`src/rtl/core/expiring_challenge_table_top_defines.svh`:
```
// assertion macros for the expiring challenge table
// used by expiring_challenge_table_top, no other dependencies
`ifndef EXPIRING_CHALLENGE_TABLE_TOP_DEFINES_SVH
`define EXPIRING_CHALLENGE_TABLE_TOP_DEFINES_SVH

// same-cycle implication, checked out of reset
`define ECT_ASSERT_NOW(label, clk, rst_n, ante, cons, msg) \
	label: assert property (@(posedge clk) disable iff (!rst_n) (ante) |-> (cons)) \
		else $error(msg);

// next-cycle implication, checked out of reset
`define ECT_ASSERT_NEXT(label, clk, rst_n, ante, cons, msg) \
	label: assert property (@(posedge clk) disable iff (!rst_n) (ante) |=> (cons)) \
		else $error(msg);

`endif

```
`src/rtl/core/ect_pkg.sv`:
```
// shared types and constants of the expiring challenge table
// no dependencies; used by every module of the block
package ect_pkg;

	localparam int DEF_ENTRIES      = 16;
	localparam int DEF_COOKIE_BITS  = 64;
	localparam int DEF_PAYLOAD_BITS = 64;

	localparam int ADDR_W   = 32;
	localparam int TIME_W   = 64;
	localparam int DATA_W   = 64;
	localparam int KEY_W    = 64;
	localparam int WINDOW_W = 32;

	localparam logic [WINDOW_W-1:0] WINDOW_RESET = 32'd30000;

	typedef enum logic [1:0] {
		ACT_ADD,
		ACT_REMOVE,
		ACT_REMOVE_ALL,
		ACT_FIND
	} ect_action_t;

	typedef enum logic [2:0] {
		ST_CLEAR,
		ST_IDLE,
		ST_SCAN,
		ST_DRAIN,
		ST_WRITE,
		ST_DONE
	} ect_state_t;

	typedef struct packed {
		ect_action_t          action;
		logic [KEY_W-1:0]     cookie;
		logic [ADDR_W-1:0]    client_ip;
		logic [DATA_W-1:0]    challenge_data;
		logic [TIME_W-1:0]    now_ms;
	} ect_req_t;

	typedef struct packed {
		logic                 hit;
		logic [DATA_W-1:0]    found_data;
	} ect_rsp_t;

	// write-back decision from the scan unit
	typedef struct packed {
		logic wr_en;
		logic wr_clear;
		logic hit;
	} ect_wb_t;

endpackage

```
`src/rtl/core/ect_table.sv`:
```
// slot memory: time, cookie, address and payload of every slot
// one write port, one read port with registered read data; uses ect_pkg
module ect_table #(
	parameter int ENTRIES      = ect_pkg::DEF_ENTRIES,
	parameter int COOKIE_BITS  = ect_pkg::DEF_COOKIE_BITS,
	parameter int PAYLOAD_BITS = ect_pkg::DEF_PAYLOAD_BITS,
	localparam int IDX_W       = (ENTRIES > 1) ? $clog2(ENTRIES) : 1
) (
	input  logic                       clk,
	input  logic                       wr_en,
	input  logic [IDX_W-1:0]           wr_idx,
	input  logic [ect_pkg::TIME_W-1:0] wr_time,
	input  logic [COOKIE_BITS-1:0]     wr_cookie,
	input  logic [ect_pkg::ADDR_W-1:0] wr_addr,
	input  logic [PAYLOAD_BITS-1:0]    wr_payload,
	input  logic                       rd_en,
	input  logic [IDX_W-1:0]           rd_idx,
	output logic [ect_pkg::TIME_W-1:0] rd_time_q,
	output logic [COOKIE_BITS-1:0]     rd_cookie_q,
	output logic [ect_pkg::ADDR_W-1:0] rd_addr_q,
	output logic [PAYLOAD_BITS-1:0]    rd_payload_q
);
	import ect_pkg::*;

	logic [TIME_W-1:0]       mem_time    [ENTRIES];
	logic [COOKIE_BITS-1:0]  mem_cookie  [ENTRIES];
	logic [ADDR_W-1:0]       mem_addr    [ENTRIES];
	logic [PAYLOAD_BITS-1:0] mem_payload [ENTRIES];

	// write port
	always_ff @(posedge clk) begin
		if (wr_en) begin
			mem_time[wr_idx]    <= wr_time;
			mem_cookie[wr_idx]  <= wr_cookie;
			mem_addr[wr_idx]    <= wr_addr;
			mem_payload[wr_idx] <= wr_payload;
		end
	end

	// read port, registered read data
	always_ff @(posedge clk) begin
		if (rd_en) begin
			rd_time_q    <= mem_time[rd_idx];
			rd_cookie_q  <= mem_cookie[rd_idx];
			rd_addr_q    <= mem_addr[rd_idx];
			rd_payload_q <= mem_payload[rd_idx];
		end
	end

endmodule

```
`src/rtl/core/ect_scan.sv`:
```
// scan unit: walks the slot read stream and tracks the slot each action needs
// fed by ect_table read data; uses ect_pkg
module ect_scan #(
	parameter int ENTRIES      = ect_pkg::DEF_ENTRIES,
	parameter int COOKIE_BITS  = ect_pkg::DEF_COOKIE_BITS,
	parameter int PAYLOAD_BITS = ect_pkg::DEF_PAYLOAD_BITS,
	localparam int IDX_W       = (ENTRIES > 1) ? $clog2(ENTRIES) : 1
) (
	input  logic                         clk,
	input  logic                         arst_n,
	input  logic                         start,
	input  ect_pkg::ect_action_t         action,
	input  logic [COOKIE_BITS-1:0]       cookie,
	input  logic [ect_pkg::ADDR_W-1:0]   addr,
	input  logic [ect_pkg::TIME_W-1:0]   now_find,
	input  logic [ect_pkg::TIME_W-1:0]   now_add,
	input  logic [ect_pkg::WINDOW_W-1:0] window,
	input  logic                         rd_en,
	input  logic [IDX_W-1:0]             rd_idx,
	input  logic [ect_pkg::TIME_W-1:0]   rd_time,
	input  logic [COOKIE_BITS-1:0]       rd_cookie,
	input  logic [ect_pkg::ADDR_W-1:0]   rd_addr,
	input  logic [PAYLOAD_BITS-1:0]      rd_payload,
	output ect_pkg::ect_wb_t             wb,
	output logic [IDX_W-1:0]             tgt_idx,
	output logic [PAYLOAD_BITS-1:0]      found_data
);
	import ect_pkg::*;

	logic              rd_vld_s1;
	logic [IDX_W-1:0]  rd_idx_s1;

	logic              am_found_q, fr_found_q, ck_found_q, fd_found_q;
	logic [IDX_W-1:0]  am_idx_q, fr_idx_q, ck_idx_q, old_idx_q;
	logic [TIME_W-1:0] old_time_q;
	logic [PAYLOAD_BITS-1:0] fd_data_q;

	logic [TIME_W-1:0] win_ext;
	logic [TIME_W-1:0] age_add;
	logic [TIME_W-1:0] age_find;
	logic              slot_live;
	logic              addr_eq, cookie_eq;
	logic              is_free, is_find;

	// read data lines up with its index in the cycle after the request
	always_ff @(posedge clk or negedge arst_n) begin
		if (!arst_n) begin
			rd_vld_s1 <= 1'b0;
		end else begin
			rd_vld_s1 <= rd_en;
		end
	end

	always_ff @(posedge clk) begin
		rd_idx_s1 <= rd_idx;
	end

	// per-slot tests
	always_comb begin
		win_ext   = TIME_W'(window);
		age_add   = now_add - rd_time;
		age_find  = now_find - rd_time;
		slot_live = (rd_time != '0);
		addr_eq   = (rd_addr == addr);
		cookie_eq = (rd_cookie == cookie);
		is_free   = !slot_live || (age_add > win_ext);
		is_find   = slot_live && cookie_eq && addr_eq && (age_find < win_ext);
	end

	// first-match flags
	always_ff @(posedge clk or negedge arst_n) begin
		if (!arst_n) begin
			am_found_q <= 1'b0;
			fr_found_q <= 1'b0;
			ck_found_q <= 1'b0;
			fd_found_q <= 1'b0;
		end else if (start) begin
			am_found_q <= 1'b0;
			fr_found_q <= 1'b0;
			ck_found_q <= 1'b0;
			fd_found_q <= 1'b0;
		end else if (rd_vld_s1) begin
			if (addr_eq) am_found_q <= 1'b1;
			if (is_free) fr_found_q <= 1'b1;
			if (slot_live && cookie_eq) ck_found_q <= 1'b1;
			if (is_find) fd_found_q <= 1'b1;
		end
	end

	// tracked indexes, oldest time and found payload
	always_ff @(posedge clk) begin
		if (start) begin
			fd_data_q <= '0;
		end else if (rd_vld_s1) begin
			if (!am_found_q && addr_eq) am_idx_q <= rd_idx_s1;
			if (!fr_found_q && is_free) fr_idx_q <= rd_idx_s1;
			if (!ck_found_q && slot_live && cookie_eq) ck_idx_q <= rd_idx_s1;
			if (!fd_found_q && is_find) fd_data_q <= rd_payload;
			// strict compare keeps the first of equal oldest slots
			if (rd_idx_s1 == '0 || rd_time < old_time_q) begin
				old_time_q <= rd_time;
				old_idx_q  <= rd_idx_s1;
			end
		end
	end

	// write-back decision
	always_comb begin
		wb      = '0;
		tgt_idx = '0;
		unique case (action)
			ACT_ADD: begin
				wb.wr_en = 1'b1;
				if (am_found_q)      tgt_idx = am_idx_q;
				else if (fr_found_q) tgt_idx = fr_idx_q;
				else                 tgt_idx = old_idx_q;
			end
			ACT_REMOVE: begin
				wb.wr_en    = ck_found_q;
				wb.wr_clear = 1'b1;
				tgt_idx     = ck_idx_q;
			end
			ACT_REMOVE_ALL: begin
				wb = '0;
			end
			ACT_FIND: begin
				wb.hit = fd_found_q;
			end
		endcase
	end

	// payload only goes out for a find
	assign found_data = (action == ACT_FIND) ? fd_data_q : '0;

endmodule

```
`src/rtl/core/expiring_challenge_table_top.sv`:
```
// top level of the expiring challenge table: sequencer, config register, result register
// depends on ect_pkg, ect_table, ect_scan and expiring_challenge_table_top_defines.svh
//
// channel | signals                    | beat
// --------+----------------------------+--------------------------------------------
// request | req_valid, req_ready, req  | action, cookie, client_ip, payload, time
// result  | rsp_valid, rsp_ready, rsp  | hit, found_data
// config  | cfg_valid, cfg_ready, cfg_data | window in milliseconds
//
// add, remove and find read the slot memory once per slot, then drain the read, write
// back, hand the result over and return to idle to take the next beat.
// remove all sweeps the memory, clearing every slot, then hands its result over.
// after reset a clearing pass over every slot runs before the first request beat.
// a stalled result holds in its register; the next request is taken meanwhile and
// waits at its end until the register frees up.
`include "expiring_challenge_table_top_defines.svh"

module expiring_challenge_table_top #(
	parameter int ENTRIES      = ect_pkg::DEF_ENTRIES,
	parameter int COOKIE_BITS  = ect_pkg::DEF_COOKIE_BITS,
	parameter int PAYLOAD_BITS = ect_pkg::DEF_PAYLOAD_BITS
) (
	input  logic                         clk,
	input  logic                         arst_n,
	input  logic                         req_valid,
	output logic                         req_ready,
	input  ect_pkg::ect_req_t            req,
	output logic                         rsp_valid,
	input  logic                         rsp_ready,
	output ect_pkg::ect_rsp_t            rsp,
	input  logic                         cfg_valid,
	output logic                         cfg_ready,
	input  logic [ect_pkg::WINDOW_W-1:0] cfg_data
);
	import ect_pkg::*;

	localparam int IDX_W = (ENTRIES > 1) ? $clog2(ENTRIES) : 1;
	localparam logic [IDX_W-1:0] LAST_IDX = IDX_W'(ENTRIES - 1);

	ect_state_t        state_q, state_d;
	logic [IDX_W-1:0]  cnt_q;
	logic              pend_q;
	ect_req_t          item_q;
	logic [WINDOW_W-1:0] window_q;
	ect_rsp_t          rsp_q;
	logic              rsp_valid_q;

	logic              accept;
	logic              rsp_load;
	logic              rd_en;
	logic              wr_en;
	logic [IDX_W-1:0]  wr_idx;
	logic [TIME_W-1:0] wr_time;
	logic [COOKIE_BITS-1:0]  wr_cookie;
	logic [ADDR_W-1:0]       wr_addr;
	logic [PAYLOAD_BITS-1:0] wr_payload;
	logic [TIME_W-1:0] now_add;

	logic [TIME_W-1:0]       rd_time;
	logic [COOKIE_BITS-1:0]  rd_cookie;
	logic [ADDR_W-1:0]       rd_addr;
	logic [PAYLOAD_BITS-1:0] rd_payload;

	ect_wb_t                 wb;
	logic [IDX_W-1:0]        tgt_idx;
	logic [PAYLOAD_BITS-1:0] found_data;

	assign accept    = req_valid && req_ready;
	assign cfg_ready = 1'b1;
	assign now_add   = (item_q.now_ms == '0) ? TIME_W'(1) : item_q.now_ms;

	// window register
	always_ff @(posedge clk or negedge arst_n) begin
		if (!arst_n) begin
			window_q <= WINDOW_RESET;
		end else if (cfg_valid && cfg_ready) begin
			window_q <= cfg_data;
		end
	end

	// request beat capture
	always_ff @(posedge clk) begin
		if (accept) begin
			item_q <= req;
		end
	end

	// state register, slot counter and pending flag
	always_ff @(posedge clk or negedge arst_n) begin
		if (!arst_n) begin
			state_q <= ST_CLEAR;
			cnt_q   <= '0;
			pend_q  <= 1'b0;
		end else begin
			state_q <= state_d;
			if (accept) begin
				cnt_q <= '0;
			end else if (state_q == ST_CLEAR || state_q == ST_SCAN) begin
				cnt_q <= IDX_W'(cnt_q + 1'b1);
			end
			if (accept) begin
				pend_q <= 1'b1;
			end else if (rsp_load) begin
				pend_q <= 1'b0;
			end
		end
	end

	// next state, memory control and handshake
	always_comb begin
		state_d    = state_q;
		req_ready  = 1'b0;
		rd_en      = 1'b0;
		rsp_load   = 1'b0;
		wr_en      = 1'b0;
		wr_idx     = cnt_q;
		wr_time    = '0;
		wr_cookie  = '0;
		wr_addr    = '0;
		wr_payload = '0;
		unique case (state_q)
			ST_CLEAR: begin
				wr_en = 1'b1;
				if (cnt_q == LAST_IDX) begin
					state_d = pend_q ? ST_DONE : ST_IDLE;
				end
			end
			ST_IDLE: begin
				req_ready = 1'b1;
				if (req_valid) begin
					state_d = (req.action == ACT_REMOVE_ALL) ? ST_CLEAR : ST_SCAN;
				end
			end
			ST_SCAN: begin
				rd_en = 1'b1;
				if (cnt_q == LAST_IDX) begin
					state_d = ST_DRAIN;
				end
			end
			ST_DRAIN: begin
				state_d = ST_WRITE;
			end
			ST_WRITE: begin
				wr_en  = wb.wr_en;
				wr_idx = tgt_idx;
				if (!wb.wr_clear) begin
					wr_time    = now_add;
					wr_cookie  = item_q.cookie[COOKIE_BITS-1:0];
					wr_addr    = item_q.client_ip;
					wr_payload = item_q.challenge_data[PAYLOAD_BITS-1:0];
				end
				state_d = ST_DONE;
			end
			ST_DONE: begin
				if (!rsp_valid_q || rsp_ready) begin
					rsp_load = 1'b1;
					state_d  = ST_IDLE;
				end
			end
			default: begin
				state_d = ST_IDLE;
			end
		endcase
	end

	// result register
	always_ff @(posedge clk or negedge arst_n) begin
		if (!arst_n) begin
			rsp_valid_q <= 1'b0;
		end else if (rsp_load) begin
			rsp_valid_q <= 1'b1;
		end else if (rsp_ready) begin
			rsp_valid_q <= 1'b0;
		end
	end

	always_ff @(posedge clk) begin
		if (rsp_load) begin
			rsp_q.hit        <= wb.hit;
			rsp_q.found_data <= DATA_W'(found_data);
		end
	end

	assign rsp_valid = rsp_valid_q;
	assign rsp       = rsp_q;

	ect_table #(
		.ENTRIES      (ENTRIES),
		.COOKIE_BITS  (COOKIE_BITS),
		.PAYLOAD_BITS (PAYLOAD_BITS)
	) u_table (
		.clk          (clk),
		.wr_en        (wr_en),
		.wr_idx       (wr_idx),
		.wr_time      (wr_time),
		.wr_cookie    (wr_cookie),
		.wr_addr      (wr_addr),
		.wr_payload   (wr_payload),
		.rd_en        (rd_en),
		.rd_idx       (cnt_q),
		.rd_time_q    (rd_time),
		.rd_cookie_q  (rd_cookie),
		.rd_addr_q    (rd_addr),
		.rd_payload_q (rd_payload)
	);

	ect_scan #(
		.ENTRIES      (ENTRIES),
		.COOKIE_BITS  (COOKIE_BITS),
		.PAYLOAD_BITS (PAYLOAD_BITS)
	) u_scan (
		.clk          (clk),
		.arst_n       (arst_n),
		.start        (accept),
		.action       (item_q.action),
		.cookie       (item_q.cookie[COOKIE_BITS-1:0]),
		.addr         (item_q.client_ip),
		.now_find     (item_q.now_ms),
		.now_add      (now_add),
		.window       (window_q),
		.rd_en        (rd_en),
		.rd_idx       (cnt_q),
		.rd_time      (rd_time),
		.rd_cookie    (rd_cookie),
		.rd_addr      (rd_addr),
		.rd_payload   (rd_payload),
		.wb           (wb),
		.tgt_idx      (tgt_idx),
		.found_data   (found_data)
	);

	// checks
	`ECT_ASSERT_NEXT(a_accept_starts_work, clk, arst_n, accept, state_q == ST_SCAN || state_q == ST_CLEAR, "accepted request did not start a scan or sweep")
	`ECT_ASSERT_NOW(a_result_needs_item, clk, arst_n, rsp_load, pend_q, "result loaded with no request in flight")
	`ECT_ASSERT_NOW(a_hit_only_on_find, clk, arst_n, rsp_load && wb.hit, item_q.action == ACT_FIND, "hit reported for an action other than find")

endmodule

```
`config.mk`:
```
export PLATFORM = sky130hd
export DESIGN_NAME = expiring_challenge_table_top
export DESIGN_NICKNAME = d
export VERILOG_FILES = /design/src/rtl/core/ect_pkg.sv /design/src/rtl/core/ect_table.sv /design/src/rtl/core/ect_scan.sv /design/src/rtl/core/expiring_challenge_table_top.sv
export VERILOG_INCLUDE_DIRS = /design/src /design/src/rtl/core
export SDC_FILE = /design/constraint.sdc
export NUM_CORES = 2
export LEC_CHECK = 0
export BUFFER_PORTS_ARGS = -buffer_cell sky130_fd_sc_hd__buf_4
export CELL_PAD_IN_SITES_DETAIL_PLACEMENT = 2
export CELL_PAD_IN_SITES_GLOBAL_PLACEMENT = 2
export CORE_MARGIN = 10
export CORE_UTILIZATION = 32
export DETAILED_ROUTE_END_ITERATION = 7
export PLACE_DENSITY_LB_ADDON = 0.1
export SYNTH_ARGS = -nofsm -noshare
export SYNTH_HDL_FRONTEND = slang
export SYNTH_HIERARCHICAL = 1
export SYNTH_SLANG_ARGS = --single-unit
```
`constraint.sdc`:
```
create_clock -name clk -period 20.4 [get_ports clk]
set_input_delay 3.06 -clock clk [delete_from_list [all_inputs] [get_ports clk]]
set_output_delay 3.06 -clock clk [all_outputs]
set_load 0.005 [all_outputs]
```
==> flow_summary.json <==
{
  "drc": 0,
  "hold_depth": 2,
  "fill_cells": 52020,
  "cpPeakStageDelay_ns": 1.09,
  "dpl_cell_area_um2": 183900,
  "nets": 10120,
  "cts_sinks": 4293,
  "setup_violations": 0,
  "die_x_um": 755.4,
  "dp_hpwl_um": 363200,
  "worst_path_max_delay_cell": "nor4_1",
  "vias": 92090,
  "power_leakage_nw": 65.40,
  "syn-instance-count": 9110,
  "skew_ns": 0.1625,
  "timing.final.crit_share_pct": 42.25,
  "wl_per_cell_um": 34.68,
  "criticalPathCategory": "reg2reg",
  "min_to": "u_scan/fd_data_q[56]",
  "ff2ff_setup_slack_ns": 11.78,
  "post-place-cells": 16330,
  "cts.path.max_buffers": 4,
  "grt_pass1_wl_um": 835000,
  "tightest_slew_ns": 1.411,
  "fin_setup_tns_ns": 0,
  "ys_ff_latch": 4293,
  "power.total_w": 0.03033,
  "rows": 270,
  "final_cell_area_um2": 199100,
  "status": "completed",
  "yosysSeqAreaShare_pct": 73.98,
  "grt_pass1_vias": 101700,
  "cts_htree_levels": 5,
  "io_buffers": 329,
  "startpoint_type": "flop",
  "worst_path_most_repeated_cell": "nor4_1",
  "ff_latch_area_um2": 128000,
  "root_buffer": "clkbuf_16",
  "dr.pass1.iters": 7,
  "cts_hold_buf": 0,
  "maxCapViolCount": 0,
  "numCtsBuffers": 475,
  "rr_worst_depth": 28,
  "drt_iter0_drc": 7855,
  "syn_nets": 9628,
  "drive_above_1_share_pct": 22.58,
  "syn-cell-area_um2": 173000,
  "multi_input_area_um2": 41840,
  "power_density_nw_per_um2": 152.4,
  "rsz0062_at_grt": "false",
  "postSynth.topFlopCell": "edfxtp_1",
  "slew_headroom_pct": 5.704,
  "postCtsSetupRepairBufs": 0,
  "yosys_warnings": 6,
  "crit_fanout": 4,
  "crit_family": "simple AND/OR/NAND/NOR gates",
  "viasPerCell": 5.345,
  "synth-edff-count": 4179,
  "worstReg2RegEnd": "u_scan/fr_idx_q[3]",
  "core_um2": 539800,
  "avgSynthCellArea_um2": 19.00,
  "antenna_found_initial": 49,
  "synthArstFlopShare_pct": 1.072,
  "drv_slew": 0,
  "cp_data_required_time_ns": 21.04,
  "initial_core_util_pct": 32.05,
  "setup.worst_path.end_class": "flop",
  "fp.dieH_um": 755.4,
  "hold_viol": 0,
  "max-vdd-ir-drop_v": 0.0001093,
  "min_period_ns": 8.619,
  "areaGrowthSynthToFinish_pct": 15.04,
  "hp-class": "reg2reg",
  "wl_um": 597600,
  "ant_nets": 0,
  "overflow": 0,
  "dieArea_um2": 570600,
  "insertion_delay_ns": 1.09,
  "postCtsResizedCells": 0,
  "io_pins": 331,
  "path_buf_inv": 3,
  "ys_types": 93,
  "max_freq_mhz": 116.0,
  "cp_data_arrival_time_ns": 9.26,
  "clk_pin_slew_ns": 0.06,
  "cts_tree": "built",
  "hold_start": "u_scan/fd_data_q[56]",
  "fin_cells": 17230,
  "grt_max_degree": 108,
  "r2r-start": "item_q[38]",
  "grt.total_usage_pct": 20.45,
  "gp_congestion": 0.8691
}
==> power breakdown <==
group          total, W  switching (W)  internal (W)
clock network   0.00839        0.00362       0.00477
logic           0.00956        0.00632       0.00324
registers        0.0124       0.000564        0.0118
==> synthesized netlist by cell type, types with 12 or more instances <==
| library cell | number | area share (%) |
|---|---|---|
| a2111oi_0 | 14 | 0.071 |
| a211oi_1 | 30 | 0.13 |
| a21o_1 | 81 | 0.35 |
| a21oi_1 | 295 | 0.85 |
| a221oi_1 | 30 | 0.15 |
| a22oi_1 | 375 | 1.6 |
| a31oi_1 | 15 | 0.054 |
| and2_1 | 237 | 0.86 |
| and3_1 | 76 | 0.27 |
| and4_1 | 12 | 0.061 |
| buf_1 | 25 | 0.054 |
| buf_2 | 171 | 0.49 |
| buf_4 | 40 | 0.17 |
| buf_6 | 37 | 0.24 |
| clkbuf_1 | 252 | 0.55 |
| dfrtp_1 | 39 | 0.56 |
| dfxtp_1 | 68 | 0.79 |
| edfxtp_1 | 4179 | 73 |
| ha_1 | 253 | 1.8 |
| inv_1 | 198 | 0.43 |
| mux2_2 | 165 | 1.1 |
| mux2i_1 | 52 | 0.30 |
| mux4_2 | 828 | 11 |
| nand2_1 | 344 | 0.75 |
| nand2b_1 | 48 | 0.17 |
| nand3_1 | 39 | 0.11 |
| nand4_1 | 168 | 0.61 |
| nor2_1 | 160 | 0.35 |
| nor2b_1 | 67 | 0.24 |
| nor3_1 | 43 | 0.12 |
| nor4_1 | 73 | 0.26 |
| o211ai_1 | 19 | 0.082 |
| o21a_1 | 25 | 0.11 |
| o21ai_0 | 156 | 0.45 |
| o21ai_1 | 12 | 0.035 |
| o21bai_1 | 19 | 0.082 |
| o221ai_1 | 48 | 0.24 |
| o31ai_1 | 79 | 0.34 |
| or3_1 | 12 | 0.043 |
| xnor2_1 | 83 | 0.42 |
| xor2_1 | 110 | 0.56 |
==> metrics by stage <==
| stage | util (%) | hold WS [ns] | setup WS (ns) |
|---|---|---|---|
| 3_5_place_dp | 34.07 | 0.4593 | 11.81 |
| 3_3_place_gp | 34.07 | 0.4468 | 11.74 |
| 2_1_floorplan | - | 0.4156 | 2.320 |
| 5_1_grt | 36.87 | 0.4916 | 11.36 |
| 4_1_cts | 36.87 | 0.4676 | 11.79 |
| 6_report | 36.88 | 0.4638 | 11.78 |
==> final cells by class <==
type                       count  share of cell area (%)
antenna                       11                 0.01383
sequential                  4293                   64.31
multi-input combinational   4086                   21.02
inverter                     198                  0.3733
tap                         7208                   4.530
timing repair buffer         546                   2.160
clock inverter               225                   1.084
clock buffer                 664                   6.511
==> cells by family after synthesis <==
family	after synthesis	share of synthesized area [%]
mux	1046	12.16
other cells	1	0.002167
simple gates	1311	4.009
xor+xnor	193	0.9768
compound gates	1280	5.023
fa+ha+maj	255	1.852
flops	4293	73.98
buf+inv	731	2.003
==> sequential cells by signal, indices dropped and copies added (netlist names), 64 cells and up <==
signal and flops:
u_table/mem_cookie 1024, u_table/mem_payload 1024, u_table/mem_time 1024, u_table/mem_addr 512
item_q 226, rsp 65, u_scan/fd_data_q 64, u_scan/old_time_q 64
u_table/rd_cookie_q 64, u_table/rd_payload_q 64, u_table/rd_time_q 64
==> placed cells by master (no fill, tap or decap), types with 81 or more instances in the layout <==
| master | n |
|---|---|
| edfxtp_1 | 4179 |
| mux4_2 | 828 |
| buf_4 | 530 |
| clkbuf_16 | 479 |
| a22oi_1 | 375 |
| nand2_1 | 344 |
| a21oi_1 | 294 |
| ha_1 | 253 |
| and2_1 | 234 |
| inv_1 | 198 |
| nand4_1 | 168 |
| mux2_2 | 165 |
| clkbuf_1 | 157 |
| o21ai_0 | 155 |
| nor2_1 | 143 |
| xor2_1 | 110 |
| clkinv_1 | 91 |
| xnor2_1 | 83 |
| a21o_1 | 81 |
==> how the worst max path moves through the flow <==
stage                       from                     end  slack [ns]  depth (start not counted)
4_1_cts               item_q[38]      u_scan/fr_idx_q[3]       11.79                         27
6_report              item_q[38]      u_scan/fr_idx_q[3]       11.78                         28
3_5_place_dp          item_q[38]      u_scan/fr_idx_q[3]       11.81                         27
2_1_floorplan  u_scan/fr_found_q  u_table/mem_addr[0][0]        2.32                         10
3_3_place_gp          item_q[38]      u_scan/fr_idx_q[0]       11.74                         28
5_1_grt               item_q[38]      u_scan/fr_idx_q[3]       11.36                         27
==> routing by layer <==
metal | share of wire, % | track usage, % | wire, um
met2 | 49 | 35.01 | 295700
met5 | 0.0040 | 0 | 24
met1 | 45 | 28.19 | 266300
met4 | 2.4 | 4.649 | 14250
met3 | 3.6 | 2.048 | 21300
==> worst register-to-register path: cells and delay by family, from the launching register on <==
kind	cells	cell delay [ns]
flip-flops	1	0.48
AO/OA/AOI/OAI	8	2.64
buffers and inverters	3	0.37
XOR/XNOR	1	0.09
adder cells (fa/ha/maj)	3	0.82
AND/OR/NAND/NOR	13	3.91
Note: power is estimated with default switching activity, not from simulation.
